===== config.mk =====
export PLATFORM = sky130hd
export DESIGN_NAME = imu_frame_parser
export DESIGN_NICKNAME = d
export VERILOG_FILES = /design/src/sv/ifp_pkg.sv /design/src/sv/ifp_front.sv /design/src/sv/ifp_queue.sv /design/src/sv/ifp_back.sv /design/src/sv/imu_frame_parser.sv
export SDC_FILE = /design/constraint.sdc
export NUM_CORES = 2
export LEC_CHECK = 0
export ABC_AREA = 0
export BUFFER_PORTS_ARGS = -buffer_cell sky130_fd_sc_hd__buf_4
export CAP_MARGIN = 20
export CELL_PAD_IN_SITES_DETAIL_PLACEMENT = 0
export CELL_PAD_IN_SITES_GLOBAL_PLACEMENT = 1
export CORE_MARGIN = 3
export CORE_UTILIZATION = 56
export CTS_BUF_LIST = sky130_fd_sc_hd__clkbuf_4
export CTS_CLUSTER_DIAMETER = 50
export DETAILED_ROUTE_END_ITERATION = 16
export HOLD_SLACK_MARGIN = 0.03
export PLACE_DENSITY_LB_ADDON = 0.15
export SLEW_MARGIN = 25
export SYNTH_ARGS = -nofsm -noshare
export SYNTH_HDL_FRONTEND = slang
export SYNTH_SLANG_ARGS = --single-unit

===== constraint.sdc =====
create_clock -name clk -period 20.5 [get_ports clk]
set_input_delay 1.025 -clock clk [delete_from_list [all_inputs] [get_ports clk]]
set_output_delay 1.025 -clock clk [all_outputs]
set_load 0.03 [all_outputs]

===== src/sv/ifp_pkg.sv =====
// ----------------------------------------------------------------------------
// ifp_pkg
// Shared types, constants and frame classification for the IMU frame parser.
// ----------------------------------------------------------------------------
package ifp_pkg;

	// frame layout
	localparam logic [3:0] HELD_MAX    = 4'd10;
	localparam int         NUM_WORDS   = 4;
	localparam logic [7:0] SYNC_BYTE   = 8'h55;
	localparam logic [7:0] TYPE_MASK   = 8'h50;

	// frame type bytes
	localparam logic [7:0] TYPE_ACCEL  = 8'h51;
	localparam logic [7:0] TYPE_GYRO   = 8'h52;
	localparam logic [7:0] TYPE_ANGLE  = 8'h53;
	localparam logic [7:0] TYPE_MAG    = 8'h54;
	localparam logic [7:0] TYPE_QUAT   = 8'h59;

	// result status codes
	localparam logic [1:0] ST_DECODED  = 2'd0;
	localparam logic [1:0] ST_REJECT   = 2'd1;
	localparam logic [1:0] ST_UNKNOWN  = 2'd2;

	// result kind codes
	localparam logic [2:0] KIND_ACCEL  = 3'd0;
	localparam logic [2:0] KIND_GYRO   = 3'd1;
	localparam logic [2:0] KIND_ANGLE  = 3'd2;
	localparam logic [2:0] KIND_MAG    = 3'd3;
	localparam logic [2:0] KIND_QUAT   = 3'd4;

	// configuration register indexes
	localparam logic [2:0] REG_ACCEL   = 3'd0;
	localparam logic [2:0] REG_GYRO    = 3'd1;
	localparam logic [2:0] REG_ANGLE   = 3'd2;
	localparam logic [2:0] REG_MAG     = 3'd3;
	localparam logic [2:0] REG_QUAT    = 3'd4;

	// scale reset values
	localparam logic [15:0] ACCEL_SCALE_RST = 16'd16;
	localparam logic [15:0] GYRO_SCALE_RST  = 16'd2000;
	localparam logic [15:0] ANGLE_SCALE_RST = 16'd180;
	localparam logic [15:0] MAG_SCALE_RST   = 16'd32768;
	localparam logic [15:0] QUAT_SCALE_RST  = 16'd1;

	// depth of the queue between front and back
	localparam int QUEUE_DEPTH = 2;

	typedef struct packed {
		logic [15:0] accel;
		logic [15:0] gyro;
		logic [15:0] angle;
		logic [15:0] mag;
		logic [15:0] quat;
	} ifp_scales_t;

	// classified frame waiting for the multipliers
	typedef struct packed {
		logic [1:0]                  status;
		logic [2:0]                  kind;
		logic [NUM_WORDS-1:0][15:0]  words;
	} ifp_item_t;

	typedef struct packed {
		logic       known;
		logic [2:0] kind;
	} ifp_class_t;

	function automatic ifp_class_t classify(input logic [7:0] type_byte);
		ifp_class_t c;
		c.known = 1'b1;
		c.kind  = KIND_ACCEL;
		case (type_byte)
			TYPE_ACCEL: c.kind = KIND_ACCEL;
			TYPE_GYRO:  c.kind = KIND_GYRO;
			TYPE_ANGLE: c.kind = KIND_ANGLE;
			TYPE_MAG:   c.kind = KIND_MAG;
			TYPE_QUAT:  c.kind = KIND_QUAT;
			default:    c.known = 1'b0;
		endcase
		return c;
	endfunction

endpackage


===== src/sv/ifp_front.sv =====
// ----------------------------------------------------------------------------
// ifp_front
// Byte window, running checksum and frame classification.
// ----------------------------------------------------------------------------
module ifp_front (
	input  logic              clk,
	input  logic              arst_n,
	input  logic              push,
	input  logic [7:0]        rx_byte,
	output logic              full,
	input  logic              q_full,
	output logic              q_push,
	output ifp_pkg::ifp_item_t q_item
);
	import ifp_pkg::*;

	logic [7:0] win_q [HELD_MAX];
	logic [3:0] fill_q;
	logic [7:0] sum_q;
	logic       accept;
	logic       win_full;
	logic       frame_ok;
	ifp_class_t cls;

	always_comb begin
		full     = q_full;
		accept   = push & ~full;
		win_full = (fill_q >= HELD_MAX);
		frame_ok = (win_q[0] == SYNC_BYTE) && ((win_q[1] & TYPE_MASK) == TYPE_MASK)
			&& (sum_q == rx_byte);
		cls      = classify(win_q[1]);
		q_push   = accept & win_full;
		q_item.kind = KIND_ACCEL;
		for (int k = 0; k < NUM_WORDS; k++) begin
			q_item.words[k] = {win_q[3 + 2 * k], win_q[2 + 2 * k]};
		end
		if (!frame_ok) begin
			q_item.status = ST_REJECT;
		end else if (!cls.known) begin
			q_item.status = ST_UNKNOWN;
		end else begin
			q_item.status = ST_DECODED;
			q_item.kind   = cls.kind;
		end
	end

	// window payload: fill in order, then slide on reject
	always_ff @(posedge clk) begin
		if (accept) begin
			if (!win_full) begin
				win_q[fill_q] <= rx_byte;
			end else if (!frame_ok) begin
				for (int i = 0; i < HELD_MAX - 1; i++) begin
					win_q[i] <= win_q[i + 1];
				end
				win_q[HELD_MAX - 1] <= rx_byte;
			end
		end
	end

	always_ff @(posedge clk or negedge arst_n) begin
		if (!arst_n) begin
			fill_q <= '0;
			sum_q  <= '0;
		end else if (accept) begin
			if (!win_full) begin
				fill_q <= fill_q + 4'd1;
				sum_q  <= (fill_q == '0) ? rx_byte : sum_q + rx_byte;
			end else if (!frame_ok) begin
				// drop the oldest byte from the running sum
				sum_q  <= sum_q - win_q[0] + rx_byte;
			end else begin
				fill_q <= '0;
				sum_q  <= '0;
			end
		end
	end

`ifndef SYNTHESIS
	a_fill_range: assert property (@(posedge clk) disable iff (!arst_n)
		fill_q <= HELD_MAX)
		else $error("window fill count above frame length");

	a_push_only_full: assert property (@(posedge clk) disable iff (!arst_n)
		q_push |-> fill_q == HELD_MAX)
		else $error("frame classified before window was full");
`endif

endmodule


===== src/sv/ifp_queue.sv =====
// ----------------------------------------------------------------------------
// ifp_queue
// Short first-in first-out queue of classified frames.
// ----------------------------------------------------------------------------
module ifp_queue #(
	parameter int DEPTH = ifp_pkg::QUEUE_DEPTH
) (
	input  logic               clk,
	input  logic               arst_n,
	input  logic               wr_en,
	input  ifp_pkg::ifp_item_t wr_item,
	output logic               q_full,
	input  logic               rd_en,
	output logic               rd_valid,
	output ifp_pkg::ifp_item_t rd_item
);
	import ifp_pkg::*;

	localparam int PW = $clog2(DEPTH);
	localparam int CW = $clog2(DEPTH + 1);

	ifp_item_t      mem_q [DEPTH];
	logic [PW-1:0]  wr_ptr_q;
	logic [PW-1:0]  rd_ptr_q;
	logic [CW-1:0]  count_q;
	logic           do_wr;
	logic           do_rd;

	always_comb begin
		q_full   = (count_q == CW'(DEPTH));
		rd_valid = (count_q != '0);
		rd_item  = mem_q[rd_ptr_q];
		do_wr    = wr_en & ~q_full;
		do_rd    = rd_en & rd_valid;
	end

	always_ff @(posedge clk) begin
		if (do_wr) begin
			mem_q[wr_ptr_q] <= wr_item;
		end
	end

	always_ff @(posedge clk or negedge arst_n) begin
		if (!arst_n) begin
			wr_ptr_q <= '0;
			rd_ptr_q <= '0;
			count_q  <= '0;
		end else begin
			if (do_wr) begin
				wr_ptr_q <= (wr_ptr_q == PW'(DEPTH - 1)) ? '0 : wr_ptr_q + 1'b1;
			end
			if (do_rd) begin
				rd_ptr_q <= (rd_ptr_q == PW'(DEPTH - 1)) ? '0 : rd_ptr_q + 1'b1;
			end
			if (do_wr && !do_rd) begin
				count_q <= count_q + 1'b1;
			end else if (do_rd && !do_wr) begin
				count_q <= count_q - 1'b1;
			end
		end
	end

`ifndef SYNTHESIS
	a_count_range: assert property (@(posedge clk) disable iff (!arst_n)
		count_q <= CW'(DEPTH))
		else $error("queue count above depth");

	a_count_grow: assert property (@(posedge clk) disable iff (!arst_n)
		(do_wr && !do_rd) |=> count_q == $past(count_q) + 1'b1)
		else $error("queue count did not advance on write");
`endif

endmodule


===== src/sv/ifp_back.sv =====
// ----------------------------------------------------------------------------
// ifp_back
// Scale multipliers and output register for classified frames.
// ----------------------------------------------------------------------------
module ifp_back (
	input  logic                clk,
	input  logic                arst_n,
	input  ifp_pkg::ifp_scales_t scales,
	input  logic                q_valid,
	input  ifp_pkg::ifp_item_t  q_item,
	output logic                q_pop,
	output logic                empty,
	input  logic                pop,
	output logic [1:0]          status,
	output logic [2:0]          kind,
	output logic signed [31:0]  value_zero,
	output logic signed [31:0]  value_one,
	output logic signed [31:0]  value_two,
	output logic signed [31:0]  value_three
);
	import ifp_pkg::*;

	logic                              vld_s1;
	logic [1:0]                        status_s1;
	logic [2:0]                        kind_s1;
	logic [NUM_WORDS-1:0][31:0]        val_s1;
	logic [NUM_WORDS-1:0][31:0]        val_d;
	logic [15:0]                       scale;
	logic                              advance;
	logic signed [32:0]                prod;

	always_comb begin
		case (q_item.kind)
			KIND_ACCEL: scale = scales.accel;
			KIND_GYRO:  scale = scales.gyro;
			KIND_ANGLE: scale = scales.angle;
			KIND_MAG:   scale = scales.mag;
			KIND_QUAT:  scale = scales.quat;
			default:    scale = '0;
		endcase
		for (int k = 0; k < NUM_WORDS; k++) begin
			prod = $signed(q_item.words[k]) * $signed({1'b0, scale});
			val_d[k] = prod[31:0];
			// zero the values of rejects, unknown types and the unused fourth word
			if (q_item.status != ST_DECODED
				|| (k == NUM_WORDS - 1 && q_item.kind != KIND_QUAT)) begin
				val_d[k] = '0;
			end
		end
		advance = ~vld_s1 | pop;
		q_pop   = q_valid & advance;
	end

	always_ff @(posedge clk) begin
		if (q_pop) begin
			status_s1 <= q_item.status;
			kind_s1   <= (q_item.status == ST_DECODED) ? q_item.kind : KIND_ACCEL;
			val_s1    <= val_d;
		end
	end

	always_ff @(posedge clk or negedge arst_n) begin
		if (!arst_n) begin
			vld_s1 <= 1'b0;
		end else if (advance) begin
			vld_s1 <= q_valid;
		end
	end

	assign empty       = ~vld_s1;
	assign status      = status_s1;
	assign kind        = kind_s1;
	assign value_zero  = val_s1[0];
	assign value_one   = val_s1[1];
	assign value_two   = val_s1[2];
	assign value_three = val_s1[3];

`ifndef SYNTHESIS
	a_non_decoded_zero: assert property (@(posedge clk) disable iff (!arst_n)
		(vld_s1 && status_s1 != ST_DECODED) |-> (val_s1 == '0 && kind_s1 == KIND_ACCEL))
		else $error("reject or unknown result carries data");
`endif

endmodule


===== src/sv/imu_frame_parser.sv =====
// ----------------------------------------------------------------------------
// imu_frame_parser
// Byte-serial parser for 11-byte sensor frames with a mod-256 sum checksum.
// ----------------------------------------------------------------------------
// Input channel: push a received byte on rx_byte while full is low; one byte
// can be taken every clock. The front keeps the last ten bytes and a running
// checksum; each byte after the tenth completes a candidate frame, which is
// classified in the same cycle and written to a short queue.
// Result channel: a result waits on the result ports while empty is low and
// leaves on pop. A frame result goes through the queue into the output
// register; bytes that only fill the window give none. Rejects (bad header
// or checksum) give status 1 and slide the window by one byte; unknown types
// give status 2 and clear it; decoded frames give signed Q16.15 values, each
// a signed 16-bit word times the scale of its frame type, the fourth zero but
// for quaternion frames. Throughput is one byte per cycle while full is low,
// set by the combinational classify and the four parallel 16x17 multipliers
// feeding the output register. When pop stays low the output register and
// queue fill, then full rises and holds the input side until results drain.
// Configuration: write a scale through cfg_valid/cfg_index/cfg_data while idle.
// Reset empties the window, the queue and the output, and loads default scales.
// ----------------------------------------------------------------------------
module imu_frame_parser #(
	parameter int QDEPTH = ifp_pkg::QUEUE_DEPTH
) (
	input  logic               clk,
	input  logic               arst_n,
	input  logic               push,
	output logic               full,
	input  logic [7:0]         rx_byte,
	output logic               empty,
	input  logic               pop,
	output logic [1:0]         status,
	output logic [2:0]         kind,
	output logic signed [31:0] value_zero,
	output logic signed [31:0] value_one,
	output logic signed [31:0] value_two,
	output logic signed [31:0] value_three,
	input  logic               cfg_valid,
	output logic               cfg_ready,
	input  logic [2:0]         cfg_index,
	input  logic [15:0]        cfg_data
);
	import ifp_pkg::*;

	ifp_scales_t scales_q;
	logic        q_full;
	logic        q_push;
	ifp_item_t   q_wr_item;
	logic        q_valid;
	logic        q_pop;
	ifp_item_t   q_rd_item;

	assign cfg_ready = 1'b1;

	always_ff @(posedge clk or negedge arst_n) begin
		if (!arst_n) begin
			scales_q.accel <= ACCEL_SCALE_RST;
			scales_q.gyro  <= GYRO_SCALE_RST;
			scales_q.angle <= ANGLE_SCALE_RST;
			scales_q.mag   <= MAG_SCALE_RST;
			scales_q.quat  <= QUAT_SCALE_RST;
		end else if (cfg_valid && cfg_ready) begin
			case (cfg_index)
				REG_ACCEL: scales_q.accel <= cfg_data;
				REG_GYRO:  scales_q.gyro  <= cfg_data;
				REG_ANGLE: scales_q.angle <= cfg_data;
				REG_MAG:   scales_q.mag   <= cfg_data;
				REG_QUAT:  scales_q.quat  <= cfg_data;
				default: ;  // drop writes beyond the register list
			endcase
		end
	end

	ifp_front u_front (
		.clk     (clk),
		.arst_n  (arst_n),
		.push    (push),
		.rx_byte (rx_byte),
		.full    (full),
		.q_full  (q_full),
		.q_push  (q_push),
		.q_item  (q_wr_item)
	);

	ifp_queue #(
		.DEPTH (QDEPTH)
	) u_queue (
		.clk      (clk),
		.arst_n   (arst_n),
		.wr_en    (q_push),
		.wr_item  (q_wr_item),
		.q_full   (q_full),
		.rd_en    (q_pop),
		.rd_valid (q_valid),
		.rd_item  (q_rd_item)
	);

	ifp_back u_back (
		.clk         (clk),
		.arst_n      (arst_n),
		.scales      (scales_q),
		.q_valid     (q_valid),
		.q_item      (q_rd_item),
		.q_pop       (q_pop),
		.empty       (empty),
		.pop         (pop),
		.status      (status),
		.kind        (kind),
		.value_zero  (value_zero),
		.value_one   (value_one),
		.value_two   (value_two),
		.value_three (value_three)
	);

endmodule


==> metrics.md <==
| Metric | Value |
|---|---|
| Setup violators final | 0 |
| P&R area growth vs syn | 7.94% |
| RR Startpoint | u_queue.rd_ptr_q |
| Hold Path End | u_front.win_q[9][7] |
| Status | completed |
| HP Class | input pin to flip-flop |
| # DRC | 0 |
| Synth top area share | 0.295 |
| Cell Rows | roughly 110 |
| Tmin final | 9980 ps |
| Post-synth EDFFs | roughly 350 |
| CTS Root Cell | clkbuf_4 |
| DRT antenna net count | 0 |
| Number of max-cap violations | 0 |
| Layout cell share with drive strength beyond 1 | 0.117 |
| Avg Inst Size Synth | 9.84 um2 |
| Met3 wire len | 14,200 um |
| Synth Flop Type | edfxtp_1 |
| Largest net degree at the start of global routing | 83 |
| Worst path most repeated cell | fa_1 |
| CTS Buffer Depth | 3 |
| DRT met1 WL | approximately 59,000 um |
| Via count | 39,032 |
| Initial core utilization | 0.567 |
| Final worst setup slack | 10,520 ps |
| Cells after Synth | ~5,400 |
| GP Congestion | a little under 0.9 |
| Utilization after layout | 0.612 |
| Uppermost routed layer | met4 |
| Initial antenna violation count | 10 |
| Core region area | around 94,000 um2 |
| Min-Delay Path Depth | 1 |
| Half-perimeter wire length after placement | between 100,000 and 150,000 um |
| Port bufs | 166 |
| GR Overflow Total | 0 |
| Synth warn | 0 |
| CP Data Required Time | about 21,000 ps |
| Seq/Total Area, Yosys | 0.244 |
| Reg2Reg Depth | 24 |
| Register Area | between 10,000 and 15,000 um2 |
| Fin crit share | 0.487 |
| Max H-tree Level | 3 |
| DR WL/cell | 20.9 um |
| Max-slew violations | 0 |
| Synth Cell Area | 53,200 um2 |
| CP max-delay cell | buf_4 |
| Crit path buf inv count | 7 |
| Crit Path Max Fanout | 54 |
| Max Fclk | around 100 MHz |
| Netlist cell types | 85 |
| Layout fillers | ~8,000 |
| Die ar. | 98,700 um2 |
| WL final | 144,000 um |
| CP peak stage delay | 760 ps |
| Final hold violation count | 0 |
| CTS tree | yes |
| Largest delay share family, worst path | adder cells |
| Vias in the first global route | 40,290 |
| Area of the multi-input gates | around 35,000 um2 |
| Total global-route track usage | 0.299 |
| Clock skew | between 70 and 80 ps |
| Net Count, Synth | approximately 6,700 |
| Via density | around 5.7 |
| Worst Path Arrival | about 11,000 ps |
| Crit Path Category | flip-flop to flip-flop |
| CP Launch Type | flip-flop |
| Met2 wire length | 65,600 um |
| Yosys top cell by area | fa_1 |
| Initial DRC count | 3,403 |
| Die H | 314 um |
| Largest cells by area after synthesis | fa_1 (30%), edfxtp_1 (20%), ha_1 (11%), inv_1 (7.3%), nor2_1 (4.6%) |
| Unrepaired setup endpoints after global routing | no |
| Number of CTS-inserted buffers | ~120 |
| CTS sink count | roughly 450 |
| Setup_tns | 0 ps |
| Slew of the pin with the lowest slew margin | around 1100 ps |
| Die width | between 300 and 400 um |
| Post-CTS setup buffers | 0 |
| Skew-Pair Late Insertion Delay | approximately 1000 ps |
| Hold Crit Start | rx_byte[7] |
| Top Ports | around 170 |
| Element type at the critical path end | flip-flop |
| Placement Setup Slack | 10,710 ps |
| R2R Setup Slk | between 10,000 and 15,000 ps |
| Post-synth ARST share | 0.217 |
| Final net count | roughly 7,000 |
| 1st-pass router iterations | 6 |
| Post-synthesis sequential element count | ~450 |
| Reg-to-Reg End | u_back.value_three[26] |
| Rel. slew slack | 0.215 |
| First-pass GRT wire length | around 230,000 um |
| Clk pin slew, worst setup/hold paths | 70 ps |
| CP cell instances | buf_4 -> buf_4 -> a32o_2 -> buf_4 -> a32o_1 -> buf_4 -> nand2_1 -> fa_1 -> fa_1 -> fa_1 -> fa_1 -> inv_1 -> fa_1 -> inv_1 -> fa_1 -> inv_1 -> ha_1 -> nand2_1 -> nor2_1 -> o221ai_1 -> a21oi_1 -> a21boi_0 -> o31ai_1 -> mux2i_1 |
[worst max-delay path by stage]
stage / slack, ps / startpoint / cells after the start / end
floorplan: 13290 / u_queue.rd_ptr_q / 26 / u_back.value_two[31]
global placement: 10910 / u_queue.rd_ptr_q / 26 / u_back.value_zero[31]
detailed placement: 10710 / u_queue.rd_ptr_q / 24 / u_back.value_two[31]
CTS: 10690 / u_queue.rd_ptr_q / 24 / u_back.value_two[31]
global route: 10180 / u_queue.rd_ptr_q / 24 / u_back.value_two[31]
finish: 10520 / u_queue.rd_ptr_q / 24 / u_back.value_three[26]
[routing by layer]
layer / up-vias / GRT usage
li1: 17369 / -
met1: 19648 / 0.422
met2: 1731 / 0.466
met3: 284 / 0.0614
met4: 0 / 0.0963
met5: - / 0
[registers in the layout (all words and copies together) (netlist names), 8 cells and up]
name	cells
u_back.value_one	32
scales_q	80
u_back.value_three	32
u_front.sum_q	8
u_front.win_q	80
u_back.value_two	32
u_back.value_zero	32
u_queue.mem_q	138
[metrics by stage]
stage	instances	instance area, um2	hold WS [ps]
detailed placement	6659	55700	479
floorplan	5401	53200	446
finish	6878	57400	283
global route	6877	57400	221
CTS	6873	57300	191
global placement	6659	55700	470
[layout by cell type (no fill, tap or decap), types with 92 or more instances in the layout]
master    instances
a21o_1          103
a21oi_1         142
buf_4           248
fa_1            784
ha_1            487
inv_1          1029
clkbuf_4        183
nor2_1          654
mux2i_1          92
nand2_1         653
mux2_2          121
edfxtp_1        351
[area by class of cell]
cell class,count,share of cell area
diodes,4,0.000174
clock buffers,183,0.0239
clock inverters,30,0.00429
inverters,1033,0.0676
multi-input cells,3676,0.618
flip-flops and latches,448,0.226
well taps,1254,0.0273
repair buffers,250,0.0328
[repair_timing]
| item | in CTS | in global routing |
|---|---|---|
| hold buffers | 1 | 0 |
| gates resized for setup | 0 | 0 |
| hold endpoints to repair | 38 | 0 |
[cell usage after synthesis, types with 6 or more instances]
| master | count |
|---|---|
| mux2i_1 | 96 |
| nor3b_1 | 8 |
| buf_2 | 105 |
| a221oi_1 | 6 |
| fa_1 | 784 |
| a211oi_1 | 17 |
| nand2_1 | 653 |
| nor2_1 | 657 |
| nand2b_1 | 29 |
| a32oi_2 | 6 |
| or3_1 | 7 |
| and2_1 | 27 |
| o21bai_1 | 17 |
| nand4_1 | 36 |
| xnor2_1 | 78 |
| and3_1 | 12 |
| buf_1 | 6 |
| edfxtp_1 | 351 |
| mux2_2 | 121 |
| xor2_1 | 45 |
| inv_1 | 1030 |
| a211o_1 | 8 |
| mux2_1 | 14 |
| dfrtp_1 | 84 |
| nand3_1 | 20 |
| nor3_1 | 27 |
| o21a_1 | 22 |
| a21oi_1 | 143 |
| a31oi_1 | 17 |
| o211ai_1 | 12 |
| nor2b_1 | 7 |
| dfstp_2 | 13 |
| o21ai_0 | 77 |
| a32oi_1 | 10 |
| ha_1 | 487 |
| a32o_1 | 16 |
| a21o_1 | 103 |
| clkbuf_1 | 127 |
| or2_2 | 25 |
| o31ai_1 | 17 |
[cells by family (layout without fill, tap and decap cells)]
group | count (synthesis) | after routing | share of synthesized area
AOI/OAI and AO/OA | 512 | 512 | 0.0649
DFF | 448 | 448 | 0.244
buffers and inverters | 1277 | 1496 | 0.0933
xor gates and xnor gates | 123 | 123 | 0.0203
other | 1 | 5 | 0.0000705
adders and majority gates | 1271 | 1271 | 0.410
muxes | 233 | 233 | 0.0475
and+or+nand+nor | 1536 | 1536 | 0.120
Power is not shown: default switching activity piles up to over one toggle a cycle in this logic, so the estimate is an artifact.
